===== src/ursq_pkg.sv =====
// ----------------------------------------------------------------------------
// ursq_pkg
// Shared types and constants for the ultrasonic ranging sequencer.
// ----------------------------------------------------------------------------
package ursq_pkg;

  localparam int MAX_SENSORS  = 4;
  localparam int ECHO_W       = 4;
  localparam int IDX_W        = $clog2(MAX_SENSORS + 1);
  localparam int NUM_W        = 3;
  localparam int TIMEOUT_W    = 16;
  localparam int TRIG_W       = 8;
  localparam int PAUSE_W      = 20;
  localparam int SENSORS_W    = 3;
  localparam int ELAPSED_W    = 20;
  localparam int WIDTH_W      = 17;
  localparam int DIST_W       = 17;
  localparam int CFG_IDX_W    = 2;
  localparam int CFG_DATA_W   = 20;
  localparam int IN_DATA_W    = 8;
  localparam int OUT_DATA_W   = 24;
  localparam int FIFO_DEPTH   = 4;
  localparam int FIFO_PTR_W   = $clog2(FIFO_DEPTH);
  localparam int FIFO_CNT_W   = $clog2(FIFO_DEPTH + 1);

  // distance = floor(width * 343 / 200) = (width * RECIP) >> RECIP_SHIFT
  localparam int RECIP_W      = 25;
  localparam int RECIP_SHIFT  = 24;
  localparam logic [RECIP_W-1:0] RECIP = 25'd28772926;
  localparam int PROD_W       = WIDTH_W + RECIP_W;

  localparam logic [ELAPSED_W-1:0] ELAPSED_MAX = '1;
  localparam logic [WIDTH_W-1:0]   WIDTH_MAX   = '1;

  localparam logic [TIMEOUT_W-1:0] TIMEOUT_RST = 16'd50000;
  localparam logic [TRIG_W-1:0]    TRIG_RST    = 8'd10;
  localparam logic [PAUSE_W-1:0]   PAUSE_RST   = 20'd50000;
  localparam logic [SENSORS_W-1:0] SENSORS_RST = 3'd3;

  typedef enum logic [CFG_IDX_W-1:0] {
    REG_TIMEOUT = 2'd0,
    REG_TRIGGER = 2'd1,
    REG_PAUSE   = 2'd2,
    REG_SENSORS = 2'd3
  } cfg_reg_t;

  typedef enum logic [4:0] {
    PH_WAIT_LOW  = 5'b00001,
    PH_TRIGGER   = 5'b00010,
    PH_WAIT_RISE = 5'b00100,
    PH_MEASURE   = 5'b01000,
    PH_PAUSE     = 5'b10000
  } phase_t;

  typedef struct packed {
    logic [ECHO_W-1:0]  trig;
    logic               valid;
    logic [NUM_W-1:0]   number;
    logic [WIDTH_W-1:0] width;
  } raw_t;

endpackage


===== src/ursq_front.sv =====
// ----------------------------------------------------------------------------
// ursq_front
// Tick sequencer: holds configuration, steps the ranging state once per
// accepted tick and emits a raw record (trigger, reading flag, echo width).
// ----------------------------------------------------------------------------
module ursq_front (
  input  logic                           clk,
  input  logic                           rst,
  input  logic                           cfg_valid,
  input  logic [ursq_pkg::CFG_IDX_W-1:0] cfg_index,
  input  logic [ursq_pkg::CFG_DATA_W-1:0] cfg_data,
  input  logic                           tick,
  input  logic [ursq_pkg::ECHO_W-1:0]    echoes,
  output ursq_pkg::raw_t                 raw
);
  import ursq_pkg::*;

  logic [TIMEOUT_W-1:0] timeout_ticks;
  logic [TRIG_W-1:0]    trigger_ticks;
  logic [PAUSE_W-1:0]   pause_ticks;
  logic [SENSORS_W-1:0] sensors_in_use;

  phase_t               phase, phase_next;
  logic [IDX_W-1:0]     sensor_index, sensor_index_next;
  logic [ELAPSED_W-1:0] elapsed, elapsed_next;
  logic [WIDTH_W-1:0]   width, width_next;

  logic [IDX_W-1:0]     act;
  phase_t               ph_cur;
  logic [ELAPSED_W-1:0] el_cur;
  logic [ELAPSED_W-1:0] el_bump;
  logic [WIDTH_W-1:0]   w_inc;
  logic [IDX_W-1:0]     idx_inc;
  phase_t               ph_after;
  logic                 echo;

  always_ff @(posedge clk) begin
    if (rst) begin
      timeout_ticks  <= TIMEOUT_RST;
      trigger_ticks  <= TRIG_RST;
      pause_ticks    <= PAUSE_RST;
      sensors_in_use <= SENSORS_RST;
    end else if (cfg_valid) begin
      unique case (cfg_reg_t'(cfg_index))
        REG_TIMEOUT: timeout_ticks  <= cfg_data[TIMEOUT_W-1:0];
        REG_TRIGGER: trigger_ticks  <= cfg_data[TRIG_W-1:0];
        REG_PAUSE:   pause_ticks    <= cfg_data[PAUSE_W-1:0];
        REG_SENSORS: sensors_in_use <= cfg_data[SENSORS_W-1:0];
        default: ;
      endcase
    end
  end

  always_comb begin
    if (sensors_in_use == '0) begin
      act = IDX_W'(1);
    end else if (32'(sensors_in_use) > MAX_SENSORS) begin
      act = IDX_W'(MAX_SENSORS);
    end else begin
      act = IDX_W'(sensors_in_use);
    end
  end

  always_comb begin
    ph_cur = phase;
    el_cur = elapsed;
    if (phase != PH_PAUSE && sensor_index >= act) begin
      ph_cur = PH_PAUSE;
      el_cur = '0;
    end
    echo     = (32'(sensor_index) < ECHO_W) ? echoes[sensor_index[1:0]] : 1'b0;
    el_bump  = (el_cur == ELAPSED_MAX) ? el_cur : el_cur + 1'b1;
    w_inc    = (width == WIDTH_MAX) ? width : width + 1'b1;
    idx_inc  = sensor_index + 1'b1;
    ph_after = (idx_inc >= act) ? PH_PAUSE : PH_WAIT_LOW;

    phase_next        = ph_cur;
    sensor_index_next = sensor_index;
    elapsed_next      = el_cur;
    width_next        = width;
    raw               = '0;

    unique case (ph_cur)
      PH_WAIT_LOW: begin
        elapsed_next = el_bump;
        if (!echo) begin
          phase_next = PH_TRIGGER;
          width_next = '0;
        end
      end
      PH_TRIGGER: begin
        if (32'(sensor_index) < ECHO_W) begin
          raw.trig = ECHO_W'(1) << sensor_index[1:0];
        end
        elapsed_next = el_bump;
        width_next   = w_inc;
        if (w_inc >= WIDTH_W'(trigger_ticks)) begin
          phase_next = PH_WAIT_RISE;
          width_next = '0;
        end
      end
      PH_WAIT_RISE: begin
        if (echo) begin
          phase_next   = PH_MEASURE;
          width_next   = WIDTH_W'(1);
          elapsed_next = el_bump;
        end else if (el_cur > ELAPSED_W'(timeout_ticks)) begin
          sensor_index_next = idx_inc;
          elapsed_next      = '0;
          width_next        = '0;
          phase_next        = ph_after;
        end else begin
          elapsed_next = el_bump;
        end
      end
      PH_MEASURE: begin
        if (echo) begin
          if (width > WIDTH_W'(timeout_ticks)) begin
            sensor_index_next = idx_inc;
            elapsed_next      = '0;
            width_next        = '0;
            phase_next        = ph_after;
          end else begin
            width_next   = w_inc;
            elapsed_next = el_bump;
          end
        end else begin
          raw.valid         = 1'b1;
          raw.number        = NUM_W'(idx_inc);
          raw.width         = width;
          sensor_index_next = idx_inc;
          elapsed_next      = '0;
          width_next        = '0;
          phase_next        = ph_after;
        end
      end
      PH_PAUSE: begin
        elapsed_next = el_bump;
        if (el_bump >= pause_ticks) begin
          phase_next        = PH_WAIT_LOW;
          sensor_index_next = '0;
          elapsed_next      = '0;
          width_next        = '0;
        end
      end
      default: ;
    endcase
  end

  always_ff @(posedge clk) begin
    if (rst) begin
      phase        <= PH_WAIT_LOW;
      sensor_index <= '0;
      elapsed      <= '0;
      width        <= '0;
    end else if (tick) begin
      phase        <= phase_next;
      sensor_index <= sensor_index_next;
      elapsed      <= elapsed_next;
      width        <= width_next;
    end
  end

  a_trig_onehot0: assert property (@(posedge clk) disable iff (rst)
    tick |-> $onehot0(raw.trig))
    else $error("more than one trigger driven");

  a_measure_width: assert property (@(posedge clk) disable iff (rst)
    phase == PH_MEASURE |-> width != '0)
    else $error("measuring with zero echo width");

  a_reading_in_range: assert property (@(posedge clk) disable iff (rst)
    tick && raw.valid |-> raw.number != '0 && 32'(raw.number) <= MAX_SENSORS
                          && raw.width != '0)
    else $error("reading outside sensor range or with zero width");

endmodule


===== src/ursq_fifo.sv =====
// ----------------------------------------------------------------------------
// ursq_fifo
// Short queue of raw records between the sequencer and the distance unit.
// ----------------------------------------------------------------------------
module ursq_fifo (
  input  logic           clk,
  input  logic           rst,
  input  logic           push,
  input  ursq_pkg::raw_t wdata,
  output logic           full,
  input  logic           pop,
  output ursq_pkg::raw_t rdata,
  output logic           empty
);
  import ursq_pkg::*;

  raw_t                  mem [FIFO_DEPTH];
  logic [FIFO_PTR_W-1:0] wr_ptr;
  logic [FIFO_PTR_W-1:0] rd_ptr;
  logic [FIFO_CNT_W-1:0] count;

  assign full  = (count == FIFO_CNT_W'(FIFO_DEPTH));
  assign empty = (count == '0);
  assign rdata = mem[rd_ptr];

  always_ff @(posedge clk) begin
    if (push) begin
      mem[wr_ptr] <= wdata;
    end
  end

  always_ff @(posedge clk) begin
    if (rst) begin
      wr_ptr <= '0;
      rd_ptr <= '0;
      count  <= '0;
    end else begin
      if (push) wr_ptr <= wr_ptr + 1'b1;
      if (pop)  rd_ptr <= rd_ptr + 1'b1;
      if (push && !pop) begin
        count <= count + 1'b1;
      end else if (pop && !push) begin
        count <= count - 1'b1;
      end
    end
  end

endmodule


===== src/ursq_back.sv =====
// ----------------------------------------------------------------------------
// ursq_back
// Distance unit: scales the echo width by a fixed reciprocal and holds the
// result in the output register until the transfer completes.
// ----------------------------------------------------------------------------
module ursq_back (
  input  logic                            clk,
  input  logic                            rst,
  input  ursq_pkg::raw_t                  rdata,
  input  logic                            empty,
  output logic                            pop,
  output logic                            m_tvalid,
  input  logic                            m_tready,
  output logic [ursq_pkg::OUT_DATA_W-1:0] m_tdata,
  output logic                            m_tuser
);
  import ursq_pkg::*;

  logic               s1_valid;
  logic [ECHO_W-1:0]  s1_trig;
  logic               s1_flag;
  logic [NUM_W-1:0]   s1_number;
  logic [PROD_W-1:0]  s1_prod;
  logic               out_take;
  logic               s1_ready;
  logic [DIST_W-1:0]  distance;

  assign out_take = !m_tvalid || m_tready;
  assign s1_ready = !s1_valid || out_take;
  assign pop      = !empty && s1_ready;
  assign distance = s1_prod[RECIP_SHIFT +: DIST_W];

  always_ff @(posedge clk) begin
    if (rst) begin
      s1_valid <= 1'b0;
    end else if (s1_ready) begin
      s1_valid <= !empty;
    end
  end

  always_ff @(posedge clk) begin
    if (pop) begin
      s1_trig   <= rdata.trig;
      s1_flag   <= rdata.valid;
      s1_number <= rdata.number;
      s1_prod   <= PROD_W'(rdata.width) * PROD_W'(RECIP);
    end
  end

  always_ff @(posedge clk) begin
    if (rst) begin
      m_tvalid <= 1'b0;
    end else if (out_take) begin
      m_tvalid <= s1_valid;
    end
  end

  always_ff @(posedge clk) begin
    if (out_take && s1_valid) begin
      m_tdata <= {distance, s1_number, s1_trig};
      m_tuser <= s1_flag;
    end
  end

  a_no_reading_zero: assert property (@(posedge clk) disable iff (rst)
    m_tvalid && !m_tuser |-> m_tdata[OUT_DATA_W-1:ECHO_W] == '0)
    else $error("number or distance set without a reading");

  a_reading_number: assert property (@(posedge clk) disable iff (rst)
    m_tvalid && m_tuser |-> m_tdata[ECHO_W +: NUM_W] != '0)
    else $error("reading without a sensor number");

  a_stage_moves: assert property (@(posedge clk) disable iff (rst)
    s1_valid && out_take |=> m_tvalid)
    else $error("stage result lost on the way out");

endmodule


===== src/ultrasonic_ranging_sequencer.sv =====
// ----------------------------------------------------------------------------
// ultrasonic_ranging_sequencer
// Round-robin echo ranging for up to four trigger/echo sensors.
// ----------------------------------------------------------------------------
// Each transfer on the s_ side is one microsecond tick with the echo pin
// levels; each tick gives exactly one transfer on the m_ side, in order,
// with the trigger levels to drive and, when m_tuser is high, a finished
// reading (sensor number and distance in hundredths of a cm). One tick is
// taken every clock cycle while the queue is not full: the sequencer steps
// its state once per tick. A reading passes through the queue, the
// reciprocal multiply and the output register on its way to m_; a
// four-entry queue lets ticks keep arriving while the output side stalls
// briefly. The configuration channel is always ready and should be written
// only while no ticks are in flight.
module ultrasonic_ranging_sequencer (
  input  logic                             clk,
  input  logic                             rst,
  input  logic                             cfg_valid,
  output logic                             cfg_ready,
  input  logic [ursq_pkg::CFG_IDX_W-1:0]   cfg_index,
  input  logic [ursq_pkg::CFG_DATA_W-1:0]  cfg_data,
  input  logic                             s_tvalid,
  output logic                             s_tready,
  input  logic [ursq_pkg::IN_DATA_W-1:0]   s_tdata,  // [3:0] echo_levels
  output logic                             m_tvalid,
  input  logic                             m_tready,
  output logic [ursq_pkg::OUT_DATA_W-1:0]  m_tdata,  // [3:0] trigger_levels,
                                                     // [6:4] sensor_number,
                                                     // [23:7] distance_centi_cm
  output logic                             m_tuser   // [0] reading_valid
);
  import ursq_pkg::*;

  raw_t raw;
  raw_t rdata;
  logic full;
  logic empty;
  logic pop;
  logic tick;

  assign cfg_ready = 1'b1;
  assign s_tready  = !full;
  assign tick      = s_tvalid && s_tready;

  ursq_front u_front (
    .clk       (clk),
    .rst       (rst),
    .cfg_valid (cfg_valid),
    .cfg_index (cfg_index),
    .cfg_data  (cfg_data),
    .tick      (tick),
    .echoes    (s_tdata[ECHO_W-1:0]),
    .raw       (raw)
  );

  ursq_fifo u_fifo (
    .clk   (clk),
    .rst   (rst),
    .push  (tick),
    .wdata (raw),
    .full  (full),
    .pop   (pop),
    .rdata (rdata),
    .empty (empty)
  );

  ursq_back u_back (
    .clk      (clk),
    .rst      (rst),
    .rdata    (rdata),
    .empty    (empty),
    .pop      (pop),
    .m_tvalid (m_tvalid),
    .m_tready (m_tready),
    .m_tdata  (m_tdata),
    .m_tuser  (m_tuser)
  );

endmodule

===== config.mk =====
export PLATFORM = sky130hd
export DESIGN_NAME = ultrasonic_ranging_sequencer
export DESIGN_NICKNAME = d
export VERILOG_FILES = /design/src/ursq_pkg.sv /design/src/ursq_front.sv /design/src/ursq_fifo.sv /design/src/ursq_back.sv /design/src/ultrasonic_ranging_sequencer.sv
export SDC_FILE = /design/constraint.sdc
export NUM_CORES = 1
export LEC_CHECK = 0
export BUFFER_PORTS_ARGS = -buffer_cell sky130_fd_sc_hd__buf_2
export CORE_MARGIN = 3
export CORE_UTILIZATION = 34
export CTS_BUF_LIST = sky130_fd_sc_hd__clkbuf_4 sky130_fd_sc_hd__clkbuf_8
export CTS_CLUSTER_DIAMETER = 50
export DETAILED_ROUTE_END_ITERATION = 6
export PLACE_DENSITY = 0.46
export SETUP_SLACK_MARGIN = 0.3
export SLEW_MARGIN = 5
export SYNTH_ARGS = -nofsm -noshare
export SYNTH_HDL_FRONTEND = slang
export SYNTH_SLANG_ARGS = --single-unit

===== constraint.sdc =====
create_clock -name clk -period 11.75 [get_ports clk]
set_input_delay 2.9375 -clock clk [delete_from_list [all_inputs] [get_ports clk]]
set_output_delay 2.9375 -clock clk [all_outputs]
set_load 0.02 [all_outputs]

Yosys cells after proc, flatten, opt, wreduce, memory -nomap -nowiden
Memories as Yosys holds them, arrays and structs flattened. A register that Yosys moved wholly into a read port is not among the register bits.
Cells that the tools add are included.
- register bits after elaboration: 174
- bits in writable memories: 100
- input bits: 35
- output and inout bits: 28
- word-level logic and storage cells: 131
- memories kept: 1
- $add $sub $neg: 7
- $mul: 1
- $lt $le $gt $ge: 9
- eq/ne operators: 18
- shift operators: 1
- muxes and demuxes: 48
- reductions and logical operators: 27
- memories (name ; depth ; bits a word ; rd ports ; clocked after memory_dff ; wr ports ; line ; source):
    u_fifo.mem ; 4 ; 25 ; 1 ; 1 ; 1 ; ursq_fifo.sv:17 ; raw_t mem [FIFO_DEPTH];
- operators with widths (operator ; number):
    20-bit two-way mux ; 7
    17-bit two-way mux ; 8
    17-bit one-hot mux with 5 select lines ; 1
    20-bit one-hot mux with 4 select lines ; 1
    5-bit two-way mux ; 9
    21-bit two-way mux ; 2
    17-bit by 24-bit multiplier with 40-bit output, second input constant ; 1
    3-bit two-way mux ; 9
    5-bit one-hot mux with 5 select lines ; 1
    20-bit by 1-bit adder with 20-bit output, second input constant ; 1
    20-bit equality test, second input constant ; 1
    20-bit >= comparator ; 1
    20-bit by 16-bit > comparator with 1-bit output ; 1
    17-bit by 1-bit adder with 17-bit output, second input constant ; 1
    17-bit equality test, second input constant ; 1
    17-bit by 8-bit >= comparator with 1-bit output ; 1
    17-bit by 16-bit > comparator with 1-bit output ; 1
    3-bit one-hot mux with 3 select lines ; 1
    4-bit two-way mux ; 2
    2-bit AND reduction ; 4
    3-bit by 1-bit adder with 3-bit output, second input constant ; 2
    3-bit >= comparator ; 2
    1-bit logical AND ; 6
    1-bit zero test ; 6
    31 further kinds ; 41

Depth between registers and ports, before layout
- depth after elaboration: 11
- gate-level depth with buffers: 30
- depth with buffers taken out: 27

Modules after synthesis
A second synthesis with hierarchy kept.
- cell total of the unflattened synthesis: 1858
- area, all modules: 19570.0 sq um
- by module, submodules not included (module ; times used ; cells an instance ; area an instance (sq um) ; sequential area each (sq um)):
    ursq_back ; 1 ; 800 ; 8558.2 ; 1541.5
    ursq_front ; 1 ; 879 ; 6910.4 ; 1841.8
    ursq_fifo ; 1 ; 175 ; 4080.2 ; 3183.1
    ultrasonic_ranging_sequencer ; 1 ; 4 ; 21.3 ; 0.0

Least setup slack after synthesis
OpenSTA, ideal clock, no wires.
- path kind: register to register
- from: reg with a tool-made name
- to: reg u_back.s1_prod[35], data pin
- setup time: 262 ps
- arrival: 7000 ps
- required time: 11488 ps
- setup slack: 4488 ps
- stages on the path, launching flop included: 22
- buffers on the path: 2
- period minus slack after synthesis: 7262 ps
- cells stage by stage: dfxtp_1 > clkbuf_1 > buf_1 > mux4_2 > fa_1 > inv_1 > fa_1 > fa_1 > inv_1 > fa_1 > fa_1 > fa_1 > ha_1 > a211oi_1 > o21ai_1 > a221oi_1 > a31oi_1 > a41o_1 > a32o_1 > nor2_1 > o21bai_1 > xor2_1
- RTL lines (item ; line ; source):
    end signal, assigned ; ursq_back.sv:46 ; s1_prod <= PROD_W'(rdata.width) * PROD_W'(RECIP);
    end, declared ; ursq_back.sv:23 ; logic [PROD_W-1:0] s1_prod;

==> flow_summary.yaml <==
global_routing:
  grt_max_degree: 54
  use_met1_pct: 21.5
  grt_pass1_wl_um: 72000
  grt_usage_pct: 16.1
  antenna_found_initial: 0
  overflow: 0
  top_usage_layer: "met2"
  grt_util_met2_pct: 26.8
  met3_usage_pct: 2.27
  grt_pass1_vias: 13000
sta:
  period_minus_slack_ns: 7.80
  setup_viol: 0
  tns_ns: 0
  drv_slew: 0
  period_share_pct: 66.4
  fin_skew_ns: 0.0569
  max_slew_margin_pct: 29.3
  rsz0062_at_grt: "no"
  finalHoldViolations: 0
  fmax_mhz: 128
  worst_slew_pin_slew_ns: 1.06
cts:
  numCtsBuffers: 49
  cts.htree.levels: 2
  clock_latency_ns: 0.65
  path_clk_slew_ns: 0.06
  cts_resized: 0
  ctsRootBufferMaster: "clkbuf_8"
  tritoncts: "yes"
  cts_buffer_depth: 3
  clock_sinks: 253
  cts_setup_buffers: 0
  ctsHoldBuffers: 0
placed_design:
  dpl_cell_area_mm2: 0.0196
  port_buffers: 57
  dpl.hpwl_um: 34400
  place.gp.congestion: 0.827
logic_synthesis:
  ys_ff_latch: 253
  yosysMostFrequentCell: "inv_1"
  postSynthCellCount: 1734
  syn-cell-area_mm2: 0.0185
  synth_area_leaders: "edfxtp_1, ha_1, fa_1, dfxtp_1, inv_1"
  netlist.area_leader.share_pct: 24.3
  syn_nets: 2150
  synth_top_area_cell: "edfxtp_1"
  synth_common_cells: "inv_1, ha_1, edfxtp_1"
  async_reset_ff_share_pct: 0
  synth_area_per_cell_um2: 10.7
  synth_ff_type: "edfxtp_1"
  ys_seq_area_share_pct: 35.4
  synth_edf_count: 150
  ys_types: 72
  ys_warn_count: 0
die:
  core_mm2: 0.0532
  die_h_um: 239
  fp-row-count: 84
  initial_utilization_pct: 34.8
  die_w_um: 239
  die_area_mm2: 0.0573
  num_io_pins: 63
cells_and_area:
  area_delta_synth_final_pct: 11.6
  drive_above_1_share_pct: 11.0
  num_antenna_cells: 0
  fillerInstances: 5229
  final_cell_area_mm2: 0.0207
  seq_area_mm2: 0.00657
  final_nets: 2224
  multiInputGateArea_mm2: 0.0107
critical_path:
  end_kind: "flop"
  cp-start-kind: "flop"
  worstPathMaxFanout: 25
  required_ns: 12.15
  critPathKind: "reg2reg"
  crit_arrival_ns: 8.20
route:
  drt-vias-per-instance: 4.95
  drt_iter0_drc: 595
  drt-wirelength-per-cell_um: 17.6
  vias: 12500
  wirelength_um: 44600
  first_pass_iters: 5
  ant_nets: 0
  post-route-drc-count: 0
min_path:
  min_path_type: "reg2reg"
outcome:
  status: "complete, no violations"
flow_run:
  max_cap_violations: 0
[final timing paths]
kind | start | endpoint | slack, ns | cells after the start
worst min register to register | u_back.s1_prod[39] | u_back.m_tdata[22] | 0.41 | 0
worst max register to register | flop | u_back.s1_prod[35] | 3.95 | 19
worst min-delay path | u_back.s1_prod[39] | u_back.m_tdata[22] | 0.41 | 0
worst max-delay path | flop | u_back.s1_prod[35] | 3.95 | 19
[logic make-up (layout without fill, tap and decap cells)]
family	count (synthesis)	in the layout	synth area share, %
adders and majority gates	381	381	31.4
other	1	1	0.0202
and+or+nand+nor	428	428	11.5
buffers and inverters	329	438	6.71
xor gates and xnor gates	47	47	2.22
AOI/OAI and AO/OA	255	255	8.82
muxes	40	40	3.86
DFF	253	253	35.4
[worst max-delay path: stages (launching register included)]
cell and delay, ns:
dfxtp_2 0.97, mux4_2 0.75, fa_1 0.59, inv_1 0.11, fa_1 0.48, fa_1 0.56, inv_1 0.06, fa_1 0.51
fa_1 0.47, fa_1 0.48, ha_1 0.34, a211oi_1 0.23, o21ai_1 0.10, a221oi_1 0.35, a31oi_1 0.25, a41o_1 0.39
a32o_1 0.33, nor2_1 0.28, o21bai_1 0.14, xor2_1 0.15
[cell usage in the layout (no fill, tap or decap), types with 19 or more instances in the layout]
cell | Yosys | routed
fa_1 | 141 | 141
mux4_2 | 25 | 25
a21oi_1 | 101 | 100
edfxtp_1 | 150 | 150
inv_1 | 282 | 282
buf_2 | 3 | 56
nand2_1 | 125 | 125
and2_1 | 34 | 34
nor3_1 | 31 | 31
o21ai_0 | 25 | 25
dfxtp_1 | 103 | 102
ha_1 | 240 | 240
nor2_1 | 89 | 89
xnor2_1 | 33 | 33
a21o_1 | 19 | 19
nand3_1 | 32 | 32
clkbuf_8 | 0 | 56
nand4_1 | 25 | 25
[registers in the layout, indices dropped and copies added (netlist names), 4 cells and up, named ones only]
signal	cells
u_fifo.mem	100
u_back.m_tdata	24
u_front.elapsed	20
u_front.pause_ticks	20
u_back.s1_prod	17
u_front.width	17
u_front.timeout_ticks	16
u_front.trigger_ticks	8
u_front.phase	5
u_back.s1_trig	4
[final cells by class]
type / count / area share, %
Timing Repair Buffer: 70 / 1.86
Inverter: 282 / 5.12
Sequential cell: 253 / 31.8
Tap cell: 688 / 4.16
Clock inverter: 15 / 0.883
Clock buffer: 71 / 4.27
Multi-Input combinational cell: 1152 / 51.9
[metal layers]
| layer | routed length, µm | vias up |
|---|---|---|
| li1 | - | 6129 |
| met1 | 20400 | 6087 |
| met2 | 21000 | 223 |
| met3 | 1670 | 82 |
| met4 | 1490 | 0 |
| met5 | 0 | - |
[per-stage QoR]
step | utilization, % | hold slack (ns) | setup slack [ns] | instances
6_report | 38.9 | 0.411 | 3.95 | 2531
3_3_place_gp | 36.9 | 0.400 | 3.79 | 2445
2_1_floorplan | - | 0.400 | 4.49 | 1734
3_5_place_dp | 36.9 | 0.405 | 3.84 | 2445
5_1_grt | 38.9 | 0.420 | 3.39 | 2531
4_1_cts | 38.9 | 0.416 | 3.83 | 2531
Power is left out: the tool's default activity adds up to more than one toggle a clock period on the data nets, which glitch-free logic cannot reach.
